===== src/design/dart_pkg.sv =====
// Shared types, codes and constants of the divider and reload timer.
`default_nettype none
package dart_pkg;

  // Default number of ticks per DIV increment.
  localparam int unsigned DIV_PERIOD_DEF = 256;

  // Item kinds.
  localparam logic [1:0] KIND_TICK  = 2'd0;
  localparam logic [1:0] KIND_READ  = 2'd1;
  localparam logic [1:0] KIND_WRITE = 2'd2;

  // Register selects.
  localparam logic [1:0] REG_DIV  = 2'd0;
  localparam logic [1:0] REG_TIMA = 2'd1;
  localparam logic [1:0] REG_TMA  = 2'd2;
  localparam logic [1:0] REG_TAC  = 2'd3;

  // TAC fields.
  localparam int unsigned TAC_ENABLE_BIT = 2;

  localparam int unsigned ACC_W = 11;

  typedef struct packed {
    logic [1:0] kind;
    logic [1:0] reg_select;
    logic [7:0] write_data;
    logic       cpu_stopped;
  } in_t;

  typedef struct packed {
    logic [7:0] read_data;
    logic       timer_irq;
  } out_t;

  // Tick count at which TIMA advances, chosen by TAC bits 1:0.
  function automatic logic [ACC_W-1:0] rate_limit(input logic [1:0] rate_sel);
    logic [ACC_W-1:0] lim;
    case (rate_sel)
      2'd0:    lim = ACC_W'(256 * 4);
      2'd1:    lim = ACC_W'(4 * 4);
      2'd2:    lim = ACC_W'(16 * 4);
      2'd3:    lim = ACC_W'(64 * 4);
      default: lim = ACC_W'(256 * 4);
    endcase
    return lim;
  endfunction

endpackage
`default_nettype wire


===== src/design/divider_and_reload_timer_unit.sv =====
// Divider and reload timer: input register, timer core and result register.
//
// Each input beat is one master tick, a register read or a register write.
// Every input beat yields exactly one result beat carrying read_data (the
// selected register on a read, zero otherwise) and timer_irq (set on the
// tick at which TIMA reloads from TMA).
// Both channels use valid and stall; a beat moves when valid is high and
// stall is low. The block takes one beat per cycle without gaps while out_stall is low.
// A beat is captured in the input register, the timer core updates its state
// and forms the result on the way to the result register, and the result is
// offered from the result register.
// When the receiver stalls, the result register holds, the input register
// holds behind it and in_stall rises only once both are full.
// Synchronous reset clears DIV, TIMA, TMA, TAC, the prescaler, the rate
// accumulator, the pending reload and both valid flags.
// DIV_PERIOD sets the number of ticks per DIV increment.
`default_nettype none
module divider_and_reload_timer_unit #(
  parameter int unsigned DIV_PERIOD = dart_pkg::DIV_PERIOD_DEF
) (
  input  wire logic            clk,
  input  wire logic            rst_n,
  input  wire logic            in_valid,
  output logic                 in_stall,
  input  wire dart_pkg::in_t   in_data,
  output logic                 out_valid,
  input  wire logic            out_stall,
  output dart_pkg::out_t       out_data
);
  import dart_pkg::*;

  logic  s1_valid_r, s1_valid_nxt;
  in_t   s1_item_r;
  logic  o_valid_r, o_valid_nxt;
  out_t  o_data_r;
  out_t  core_result;
  logic  o_take, s1_take;

  assign o_take   = !o_valid_r || !out_stall;
  assign s1_take  = s1_valid_r && o_take;
  assign in_stall = s1_valid_r && !o_take;

  assign s1_valid_nxt = (s1_valid_r && !o_take) || in_valid;
  assign o_valid_nxt  = o_take ? s1_valid_r : o_valid_r;

  dart_core #(
    .DIV_PERIOD(DIV_PERIOD)
  ) u_core (
    .clk    (clk),
    .rst_n  (rst_n),
    .step   (s1_take),
    .item   (s1_item_r),
    .result (core_result)
  );

  always_ff @(posedge clk) begin
    if (!rst_n) begin
      s1_valid_r <= 1'b0;
      o_valid_r  <= 1'b0;
    end else begin
      s1_valid_r <= s1_valid_nxt;
      o_valid_r  <= o_valid_nxt;
    end
  end

  always_ff @(posedge clk) begin
    if (in_valid && !in_stall) begin
      s1_item_r <= in_data;
    end
    if (s1_take) begin
      o_data_r <= core_result;
    end
  end

  assign out_valid = o_valid_r;
  assign out_data  = o_data_r;

endmodule
`default_nettype wire


===== src/design/dart_core.sv =====
// Timer state registers and the single-pass update for one beat.
`default_nettype none
module dart_core #(
  parameter int unsigned DIV_PERIOD = dart_pkg::DIV_PERIOD_DEF
) (
  input  wire logic         clk,
  input  wire logic         rst_n,
  input  wire logic         step,
  input  wire dart_pkg::in_t  item,
  output dart_pkg::out_t    result
);
  import dart_pkg::*;

  localparam int unsigned PW = (DIV_PERIOD > 1) ? $clog2(DIV_PERIOD) : 1;
  localparam logic [PW-1:0] PRE_LAST = PW'(DIV_PERIOD - 1);

  logic [PW-1:0]    pre_r,  pre_nxt;
  logic [7:0]       div_r,  div_nxt;
  logic [7:0]       tima_r, tima_nxt;
  logic [7:0]       tma_r,  tma_nxt;
  logic [7:0]       tac_r,  tac_nxt;
  logic [ACC_W-1:0] acc_r,  acc_nxt;
  logic             pend_r, pend_nxt;

  logic [ACC_W-1:0] acc_inc;
  logic             overflow;

  assign acc_inc = acc_r + ACC_W'(1);

  always_comb begin
    pre_nxt  = pre_r;
    div_nxt  = div_r;
    tima_nxt = tima_r;
    tma_nxt  = tma_r;
    tac_nxt  = tac_r;
    acc_nxt  = acc_r;
    pend_nxt = pend_r;
    overflow = 1'b0;
    result   = '0;
    case (item.kind)
      KIND_TICK: begin
        if (!item.cpu_stopped) begin
          if (pre_r == PRE_LAST) begin
            pre_nxt = '0;
            div_nxt = div_r + 8'd1;
          end else begin
            pre_nxt = pre_r + PW'(1);
          end
          if (tac_r[TAC_ENABLE_BIT]) begin
            if (acc_inc >= rate_limit(tac_r[1:0])) begin
              acc_nxt = '0;
              if (tima_r == 8'hFF) begin
                // TIMA holds 0xFF for this beat; the reload comes on the next tick.
                pend_nxt = 1'b1;
                overflow = 1'b1;
              end else begin
                tima_nxt = tima_r + 8'd1;
              end
            end else begin
              acc_nxt = acc_inc;
            end
          end
        end else begin
          pre_nxt = '0;
          div_nxt = '0;
        end
        if (!overflow && pend_r) begin
          pend_nxt         = 1'b0;
          tima_nxt         = tma_r;
          result.timer_irq = 1'b1;
        end
      end
      KIND_READ: begin
        case (item.reg_select)
          REG_DIV:  result.read_data = div_r;
          REG_TIMA: result.read_data = tima_r;
          REG_TMA:  result.read_data = tma_r;
          default:  result.read_data = tac_r;
        endcase
      end
      KIND_WRITE: begin
        case (item.reg_select)
          REG_DIV:  div_nxt  = item.write_data;
          REG_TIMA: tima_nxt = item.write_data;
          REG_TMA:  tma_nxt  = item.write_data;
          default:  tac_nxt  = item.write_data;
        endcase
      end
      default: begin
      end
    endcase
  end

  always_ff @(posedge clk) begin
    if (!rst_n) begin
      pre_r  <= '0;
      div_r  <= '0;
      tima_r <= '0;
      tma_r  <= '0;
      tac_r  <= '0;
      acc_r  <= '0;
      pend_r <= 1'b0;
    end else if (step) begin
      pre_r  <= pre_nxt;
      div_r  <= div_nxt;
      tima_r <= tima_nxt;
      tma_r  <= tma_nxt;
      tac_r  <= tac_nxt;
      acc_r  <= acc_nxt;
      pend_r <= pend_nxt;
    end
  end

endmodule
`default_nettype wire


===== config.mk =====
export PLATFORM = sky130hd
export DESIGN_NAME = divider_and_reload_timer_unit
export DESIGN_NICKNAME = d
export VERILOG_FILES = /design/src/design/dart_pkg.sv /design/src/design/divider_and_reload_timer_unit.sv /design/src/design/dart_core.sv
export SDC_FILE = /design/constraint.sdc
export NUM_CORES = 1
export LEC_CHECK = 0
export ABC_AREA = 1
export BUFFER_PORTS_ARGS = -buffer_cell sky130_fd_sc_hd__buf_2
export CAP_MARGIN = 30
export CORE_MARGIN = 2
export CORE_UTILIZATION = 60
export DETAILED_ROUTE_END_ITERATION = 8
export PLACE_DENSITY = 0.79
export SYNTH_ARGS = -nofsm -noshare
export SYNTH_HDL_FRONTEND = slang
export SYNTH_HIERARCHICAL = 1
export SYNTH_SLANG_ARGS = --single-unit

===== constraint.sdc =====
create_clock -name clk -period 3 [get_ports clk]
set_input_delay 0.6 -clock clk [delete_from_list [all_inputs] [get_ports clk]]
set_output_delay 0.6 -clock clk [all_outputs]
set_load 0.005 [all_outputs]

==> results.txt, run 1 <==
Final min period - 2935 ps
Antenna-violating nets left - 0
Via count - 3,767
Clock transition at the registers of the reported paths - 80 ps
CTS max path bufs - 2
Pwr per Cell Area - 474.8 mW/mm^2
Seq/Total Area, Yosys - 0.4402
Yosys top cell by area - dfxtp_1
Crit start category - flip-flop
Total GRT Usage - 0.2635
DRC - 0
Synth Area in Compound Gates - 0.1550
CTS tree - built
Synth Area in XOR/XNOR - 0.03542
Largest family of logic cells by synthesized area - simple AND/OR/NAND/NOR gates
Yosys reg bits - 76
Final worst path period share - 0.9782
Skew final - 10.64 ps
Vias per cell - 5.849
Root Driver - clkbuf_8
Pwr Total - 2.187 mW
F_max - 340.7 MHz
Mux share of post-synthesis cell area - 0
First-pass GRT wire length - 15.31 mm
Dpl ws - 111.3 ps
Post-CTS Hold Buffers - 0
Hold Crit Start - in_data[7]
Post-synthesis simple-gate area fraction - 0.2571
Final hold violation count - 0
Post-Syn Instances - 525
WHS - 425.8 ps
Rows - 29
CP Max Fanout - 8
Clk sink count - 76
Leakage power - 1.956 nW
CTS Buf Count - 9
H-tree Lvls - 3
Worst-Margin Slew - 664.1 ps
Cell variety after synth - 33
Count of final setup violators - 0
Area delta synth->final - 16.45%
Starting Density - 0.6231
Io pins - 28
Worst Hold Class - in2reg
Initial DRT Pass Iterations - 5
Netlist Area Pre-Place - 0.003956 sq mm
Synth warnings - 6
Post-Synth Adder-Cell Area - 0.02530
GRT overflow - 0
Max Slew Vio Count - 0
Sum Neg Setup Slack - 0 ps
Status - finished, final reports clean
Ant. Diodes - 0
Share of cells above drive strength 1 - 0.1658
RePlAce Congestion - 0.8882
Initial antenna violation count - 0
Syn avg cell area - 7.536 sq um
RSZ-0062 raised after global routing - true
Post-Syn Nets - 550
DP HPWL - 6.654 mm
Core ar. - 0.006350 sq mm
# nets final - 587
Worst Setup End Kind - flip-flop
Critical Path AT - 3170 ps
Slew headroom - 0.5567
Final cell count without fillers - 644
Worst Path Required - 3240 ps
Die X - 85.20 microns
Initial drt markers - 389
Crit path kind - reg2reg
WL final - 9.782 mm
Largest net degree at the start of global routing - 40
Critical Path Start - u_core/acc_r[1]
Die Area - 0.007259 sq mm
Die H - 85.20 microns
Reg-to-reg critical path startpoint - u_core/acc_r[1]
Cell Count Post-Placement - 622
Max IR drop VDD - 0.3293 mV
Wirelength per Cell - 15.19 microns
Skew-Pair Late Insertion Delay - 350 ps
Synth area leaders - dfxtp_1 27%, edfxtp_1 17%, nand2_1 9.7%
# port buffers - 27
Vias in the first global route - 3,282
Setup ws final - 65.28 ps
Max-cap viol count - 0
Top cell type's share of synthesized area - 0.2732
cells in the mapped netlist:
library cell,number
xor2_1,12
a21oi_1,42
a31o_2,1
nor2_2,2
or2_2,3
o22ai_1,5
nand2_1,102
o211ai_1,1
inv_1,75
o221ai_1,7
nand4_1,3
buf_2,2
buf_6,2
ha_1,8
a21oi_2,3
nor2_4,2
edfxtp_1,22
xnor2_1,4
nand3_1,34
nor3_1,6
o21bai_1,1
nand2_2,5
o21a_1,1
clkbuf_1,8
dfxtp_1,54
o2111ai_1,1
nand3_4,1
a31oi_1,8
o21ai_0,37
nand2_4,4
nor2_1,66
o41ai_1,1
nand3_2,2
worst paths after layout:
check	end	slack (ps)	depth (start not counted)
setup reg to reg	u_core/tima_r[3]	70	21
hold / removal	s1_item_r[7]	430	1
hold reg to reg	u_core/acc_r[6]	490	2
setup / recovery	u_core/tima_r[3]	70	21
critical path, cell delays in order (launching register included):
cell,delay [ps]
dfxtp_4,380
ha_4,140
nand2_2,50
inv_2,70
nand4_1,130
nor2_2,200
nand2_2,110
xnor2_4,220
ha_4,230
nand3_1,80
nand2_1,70
inv_2,60
nand2_2,70
nand2_4,80
nand3_4,130
buf_12,160
a21oi_4,250
nand2_8,100
nand2_8,90
nand2_1,60
nand2_1,50
nor2_1,40
routing by layer:
| layer | vias up | global-route usage | wire length [microns] |
|---|---|---|---|
| met1 | 1748 | 0.3704 | 4245 |
| met3 | 30 | 0.05350 | 801 |
| met2 | 191 | 0.4134 | 4498 |
| li1 | 1798 | - | - |
| met5 | - | 0 | 0 |
| met4 | 0 | 0.07792 | 237 |
sequential cells by signal, summed over array words and instances, names as in the netlist, 8 cells and up:
register       flops
out_data           9
s1_item_r         13
u_core/acc_r      11
u_core/div_r       8
u_core/pre_r       8
u_core/tac_r       8
u_core/tima_r      8
u_core/tma_r       8
through the flow:
step / area, sq um / util
2_1_floorplan: 3956 / -
3_3_place_gp: 4163 / 0.6556
3_5_place_dp: 4163 / 0.6556
4_1_cts: 4393 / 0.6918
5_1_grt: 4607 / 0.7255
6_report: 4607 / 0.7255
cells by family after synthesis:
family,count (synthesis)
XOR/XNOR,16
AO/OA/AOI/OAI,108
AND/OR/NAND/NOR,230
buffers and inverters,87
flip-flops,76
adder cells (fa/ha/maj),8
report_power, final:
| part | switching [mW] | internal, mW | leakage (nW) | total, mW |
|---|---|---|---|---|
| clock network | 0.365 | 0.546 | 0.115 | 0.911 |
| registers | 0.0238 | 1.08 | 0.651 | 1.11 |
| logic | 0.111 | 0.0570 | 1.19 | 0.168 |
what timing repair did:
| item | 4_1_cts | 5_1_grt |
|---|---|---|
| setup buffers | 0 | 4 |
| endpoints found under the setup margin | 0 | 18 |
| gates resized for setup | 0 | 32 |
area by class of cell:
cell class / count / area (sq um)
fill: 482 / 1743
multi-input combinational: 364 / 2031
clock buffer: 10 / 127.6
inverter: 75 / 281.5
timing repair buffer: 36 / 219.0
clock inverter: 6 / 102.6
tap: 77 / 96.34
sequential: 76 / 1749
cell usage in the layout, fill, tap and decap left out, types with 5 or more instances in the layout:
cell type,count
a21oi_1,41
a31oi_1,8
buf_2,27
buf_4,7
clkbuf_8,9
dfxtp_1,52
edfxtp_1,22
ha_1,6
inv_1,73
nand2_1,95
nand2_2,11
nand3_1,32
nor2_1,64
nor3_1,6
o21ai_0,37
o221ai_1,7
o22ai_1,5
xor2_1,12
Power figures use the tool's default switching activity.
==> run 2: changes to the inputs <==
--- a/config.mk
+++ b/config.mk
@@ -9,9 +9,9 @@
 export BUFFER_PORTS_ARGS = -buffer_cell sky130_fd_sc_hd__buf_2
 export CAP_MARGIN = 30
 export CORE_MARGIN = 2
-export CORE_UTILIZATION = 60
+export CORE_UTILIZATION = 57
 export DETAILED_ROUTE_END_ITERATION = 8
-export PLACE_DENSITY = 0.79
+export PLACE_DENSITY = 0.76
 export SYNTH_ARGS = -nofsm -noshare
 export SYNTH_HDL_FRONTEND = slang
 export SYNTH_HIERARCHICAL = 1
==> constraint.sdc (replaced) <==
create_clock -name clk -period 3 [get_ports clk]
set_input_delay 0.6 -clock clk [delete_from_list [all_inputs] [get_ports clk]]
set_output_delay 0.6 -clock clk [all_outputs]
set_load 0.05 [all_outputs]
==> run 2 against run 1 <==
Count of clock-buffer cells in the layout stayed put. Clock skew is 1.2 ps lower. Worst setup slack better by 58 ps. Maximum frequency is 2.0% higher. Global-route usage is 0.16 points lower. Power is 10% higher. Die area is 5.0% higher. Sequential share of layout area is 0.18 points lower. First-iteration DRC count is 11% higher. Register-to-register slack better by 60 ps. Design area is 0.19% higher. Critical path type unchanged. Largest power group unchanged.
==> results.txt, run 2 (same netlist as run 1, synthesis figures left out) <==
Final hold violation count - 0 (unchanged)
Clock transition at the registers of the reported paths - 80 ps (about the same)
# port buffers - 27 (unchanged)
WL final - 9.498 mm (-2.9%)
Starting Density - 0.5856 (-0.03750)
Vias per cell - 5.627 (-3.8%)
Count of final setup violators - 0 (unchanged)
Area delta synth->final - 16.67%
Worst-Margin Slew - 641.6 ps (-22.48 ps)
Largest net degree at the start of global routing - 38 (-5.0%)
Vias in the first global route - 3,235 (-1.4%)
Initial drt markers - 432 (+11%)
Clk sink count - 76 (unchanged)
Most frequent cells in the layout - 101 x nand2_1, 74 x inv_1, 64 x nor2_1
Skew final - 9.466 ps (-1.177 ps)
# nets final - 592 (+0.85%)
Worst Setup End Kind - flip-flop
Slowest CP cell - dfxtp_2
Final worst path period share - 0.9589 (-0.01934)
Worst Hold Class - in2reg
Skew-Pair Late Insertion Delay - 350 ps (about the same)
H-tree Lvls - 3 (unchanged)
Crit path kind - reg2reg
Cell Count Post-Placement - 625 (+0.48%)
Critical Path AT - 3130 ps (-40 ps)
Crit start category - flip-flop
Wirelength per Cell - 14.57 microns (-4.1%)
CP Max Fanout - 7 (-1)
Die Area - 0.007623 sq mm (+5.0%)
GRT overflow - 0 (unchanged)
Io pins - 28 (unchanged)
Max FFs per register - 13 (unchanged)
Final min period - 2877 ps (-58.02 ps)
Max Slew Vio Count - 0 (unchanged)
Leakage power - 1.988 nW (+1.6%)
Total GRT Usage - 0.2619 (-0.001588)
Post-DP Area - 0.004167 sq mm (about the same)
CTS max path bufs - 2 (unchanged)
RePlAce Congestion - 0.8826 (-0.63%)
CTS tree - built
Worst Path Required - 3250 ps (about the same)
Die X - 87.31 microns (+2.5%)
Crit path cell chain - ha_1 > nand2_1 > inv_2 > nand4_1 > nor2_2 > nand3_2 > xnor2_2 > ha_1 > or2_2 > nand2_2 > nand3_4 > buf_4 > nand2_4 > nand3_1 > nand2_1 > nor2_1 > nor2_1 > nor2_1
Slew headroom - 0.5717 (+0.01501)
Max-cap viol count - 0 (unchanged)
Root Driver - clkbuf_8
First-pass GRT wire length - 15.48 mm (+1.1%)
Initial antenna violation count - 0 (unchanged)
DRC - 0 (unchanged)
Core ar. - 0.006756 sq mm (+6.4%)
DP HPWL - 6.760 mm (+1.6%)
Rows - 30 (+3.4%)
Initial DRT Pass Iterations - 6 (+1)
Via count - 3,669 (-2.6%)
Biggest register - s1_item_r
Critical path's largest stage delay - 360 ps (-20 ps)
Commonest non-fill, non-tap cell in the layout - nand2_1
Status - finished, final reports clean
Post-layout instance area - 0.004616 sq mm (+0.19%)
Most Frequent Cell on Critical Path - nor2_1
Die H - 87.31 microns (+2.5%)
Pwr per Cell Area - 521.9 mW/mm^2 (+9.9%)
F_max - 347.6 MHz (+2.0%)
CTS Buf Count - 9 (unchanged)
Antenna-violating nets left - 0 (unchanged)
Ant. Diodes - 0 (unchanged)
Post-CTS Hold Buffers - 0 (unchanged)
Final cell count without fillers - 652 (+1.2%)
Share of cells above drive strength 1 - 0.1573 (-0.008442)
Max IR drop VDD - 0.3558 mV (+8.0%)
run 2: worst max-delay path, delay by kind of cell, from the launching register on:
kind | cells | cell delay, ps
flops | 1 | 360
xor+xnor | 1 | 160
buf+inv | 2 | 260
simple gates | 13 | 1500
fa+ha+maj | 2 | 460
run 2: where the power goes:
part / total, mW / leakage, nW / switching (mW) / internal (mW)
sequential: 1.11 / 0.650 / 0.0239 / 1.09
clock: 1.11 / 0.141 / 0.390 / 0.724
combinational: 0.185 / 1.20 / 0.130 / 0.0554
run 2: area by class of cell:
type,count,area [sq um]
fill,517,2141
multi-input combinational,364,1963
sequential,76,1744
inverter,75,281.5
timing repair buffer,41,240.2
clock inverter,6,158.9
clock buffer,10,127.6
tap,80,100.1
run 2: routing by layer:
| layer | share of wire | vias to the layer above | GRT usage |
|---|---|---|---|
| met5 | 0 | - | 0 |
| met4 | 0.015 | 0 | 0.08392 |
| met3 | 0.082 | 15 | 0.05498 |
| met2 | 0.47 | 180 | 0.4077 |
| met1 | 0.43 | 1660 | 0.3642 |
| li1 | - | 1814 | - |
run 2: metrics by stage:
step	setup slack, ps	util	hold slack, ps	setup TNS (ps)	power, mW
5_1_grt	-48.46	0.6831	403.0	-205.3	2.487
3_5_place_dp	93.54	0.6167	476.7	0	1.304
2_1_floorplan	391.8	-	445.0	0	1.253
3_3_place_gp	275.5	0.6167	469.7	0	1.300
6_report	123.3	0.6831	417.7	0	2.409
4_1_cts	12.88	0.6591	406.1	0	2.410
run 2: repair_timing:
item,CTS,global route
resized for setup,0,14
setup endpoints to repair,0,18
setup buffers,0,9
run 2: worst paths after layout:
kind	end	slack [ps]	from	depth (start not counted)
min	s1_item_r[6]	420	in_data[6]	1
min reg2reg	out_valid	490	s1_valid_r	2
max	u_core/tima_r[3]	120	u_core/acc_r[0]	18
max reg2reg	u_core/tima_r[3]	120	u_core/acc_r[0]	18
==> run 3: changes to the inputs <==
--- a/config.mk
+++ b/config.mk
@@ -7,11 +7,12 @@
 export LEC_CHECK = 0
 export ABC_AREA = 1
 export BUFFER_PORTS_ARGS = -buffer_cell sky130_fd_sc_hd__buf_2
-export CAP_MARGIN = 30
-export CORE_MARGIN = 2
-export CORE_UTILIZATION = 57
+export CELL_PAD_IN_SITES_DETAIL_PLACEMENT = 0
+export CELL_PAD_IN_SITES_GLOBAL_PLACEMENT = 1
+export CORE_MARGIN = 8
+export CORE_UTILIZATION = 44
 export DETAILED_ROUTE_END_ITERATION = 8
-export PLACE_DENSITY = 0.76
+export PLACE_DENSITY_LB_ADDON = 0.1
 export SYNTH_ARGS = -nofsm -noshare
 export SYNTH_HDL_FRONTEND = slang
 export SYNTH_HIERARCHICAL = 1
==> run 3 against run 2 <==
Die area is 61% higher. Clock skew increased by 4.7 ps. Critical path depth decreased by 1. Sequential share of layout area rose by 0.12 points. Critical path type unchanged. Critical endpoint is now u_core/tima_r[2]. Largest power group unchanged.
==> results.txt, run 3 (same netlist as run 1, synthesis figures left out) <==
Vias per cell - 5.281 (-6.2%)
Vias in the first global route - 3,160 (-2.3%)
Worst Path Required - 3240 ps (about the same)
Count of final setup violators - 0 (unchanged)
Commonest non-fill, non-tap cell in the layout - nand2_1
Slew headroom - 0.5290 (-0.04270)
Die X - 110.8 microns (+27%)
Crit path kind - reg2reg
Antenna-violating nets left - 0 (unchanged)
Worst Hold Class - in2reg
H-tree Lvls - 3 (unchanged)
RSZ-0062 raised after global routing - true
Initial DRT Pass Iterations - 5 (-1)
Biggest register - s1_item_r
DRC - 0 (unchanged)
Final min period - 2786 ps (-90.98 ps)
CTS tree - built
Pwr Total - 2.155 mW (-11%)
GRT overflow - 0 (unchanged)
Final hold violation count - 0 (unchanged)
Max Slew Vio Count - 0 (unchanged)
Max FFs per register - 13 (unchanged)
Skew-Pair Late Insertion Delay - 350 ps (about the same)
Ant. Diodes - 0 (unchanged)
Worst Setup End Kind - flip-flop
Io pins - 28 (unchanged)
Die Area - 0.01228 sq mm (+61%)
WHS - 429.5 ps (+11.80 ps)
CP Max Fanout - 8 (+1)
Sum Neg Setup Slack - 0 ps (unchanged)
CTS Buf Count - 9 (unchanged)
# nets final - 589 (-0.51%)
Skew final - 14.17 ps (+4.707 ps)
Critical Path AT - 3020 ps (-110 ps)
Largest net degree at the start of global routing - 40 (+5.3%)
Leakage power - 1.936 nW (-2.6%)
WL final - 9.916 mm (+4.4%)
F_max - 359.0 MHz (+3.3%)
Initial antenna violation count - 0 (unchanged)
Share of cells above drive strength 1 - 0.1687 (+0.01137)
Max IR drop VDD - 0.2745 mV (-23%)
DP HPWL - 7.233 mm (+7.0%)
Die H - 110.8 microns (+27%)
Most frequent cells in the layout - 95 x nand2_1, 74 x inv_1, 65 x nor2_1
Worst-Margin Slew - 705.6 ps (+63.96 ps)
Rows - 34 (+13%)
Root Driver - clkbuf_8
Final worst path period share - 0.9286 (-0.03033)
Clk sink count - 76 (unchanged)
Max-cap viol count - 0 (unchanged)
First-pass GRT wire length - 15.79 mm (+2.1%)
Setup ws final - 214.3 ps (+90.98 ps)
# port buffers - 27 (unchanged)
Area delta synth->final - 16.64% (about the same)
Total GRT Usage - 0.1556 (-0.1063)
CTS max path bufs - 2 (unchanged)
Core ar. - 0.008721 sq mm (+29%)
Status - finished, final reports clean
Via count - 3,575 (-2.6%)
Clock transition at the registers of the reported paths - 80 ps (about the same)
Crit start category - flip-flop
Starting Density - 0.4537 (-0.1319)
RePlAce Congestion - 0.8383 (-5.0%)
Wirelength per Cell - 14.65 microns (+0.55%)
Initial drt markers - 251 (-42%)
Dpl ws - 140.4 ps (+46.83 ps)
Pwr per Cell Area - 467.0 mW/mm^2 (-11%)
run 3: stage by stage:
stage                 util  std cells  instance area [sq um]
detailed placement  0.4844        656                   4224
floorplan                -        525                   3956
global route        0.5291        677                   4614
CTS                 0.5090        672                   4439
finish              0.5291        677                   4614
global placement    0.4844        656                   4224
run 3: critical path, cell delays in order (launching register included):
cell and delay (ps):
dfxtp_4 380, ha_4 140, nand2_2 50, inv_2 70, nand4_1 120, nor2_2 190
nand3_2 100, xnor2_2 150, ha_1 280, or2_2 300, nand2_2 90, nand3_4 160
a21oi_4 280, nand2_8 100, nand2_8 100, nand2_2 60, nand2_2 60, nor2_1 40
run 3: power breakdown:
part	total (mW)	internal, mW	switching [mW]
logic	0.191	0.0581	0.133
registers	1.11	1.08	0.0244
clock network	0.855	0.469	0.386
total	2.15	1.61	0.543
run 3: final cells by class:
type / count / area, sq um
Clock buffer: 10 / 127.6
Clock inverter: 6 / 87.58
Fill cell: 839 / 4106
Inverter: 75 / 281.5
Multi-Input combinational cell: 364 / 2003
Sequential cell: 76 / 1749
Tap cell: 108 / 135.1
Timing Repair Buffer: 38 / 230.2
run 3: path summary, 6_finish.rpt:
check,from,end,slack (ps),cells after the start
setup / recovery,u_core/acc_r[1],u_core/tima_r[2],210,17
hold / removal,in_data[5],s1_item_r[5],430,1
setup reg to reg,u_core/acc_r[1],u_core/tima_r[2],210,17
hold reg to reg,u_core/acc_r[6],u_core/acc_r[6],490,2
run 3: repair_timing:
| action | in CTS | in global routing |
|---|---|---|
| setup endpoints to repair | 0 | 16 |
| hold buffers | 0 | 0 |
| gates resized for setup | 0 | 27 |
| setup buffers | 0 | 3 |
run 3: metal layers:
layer | vias to the layer above | global-route usage | wire length [microns]
li1 | 1804 | - | -
met1 | 1647 | 0.2323 | 4992
met2 | 118 | 0.2150 | 4277
met3 | 6 | 0.02597 | 551
met4 | 0 | 0.05676 | 95
met5 | - | 0 | 0
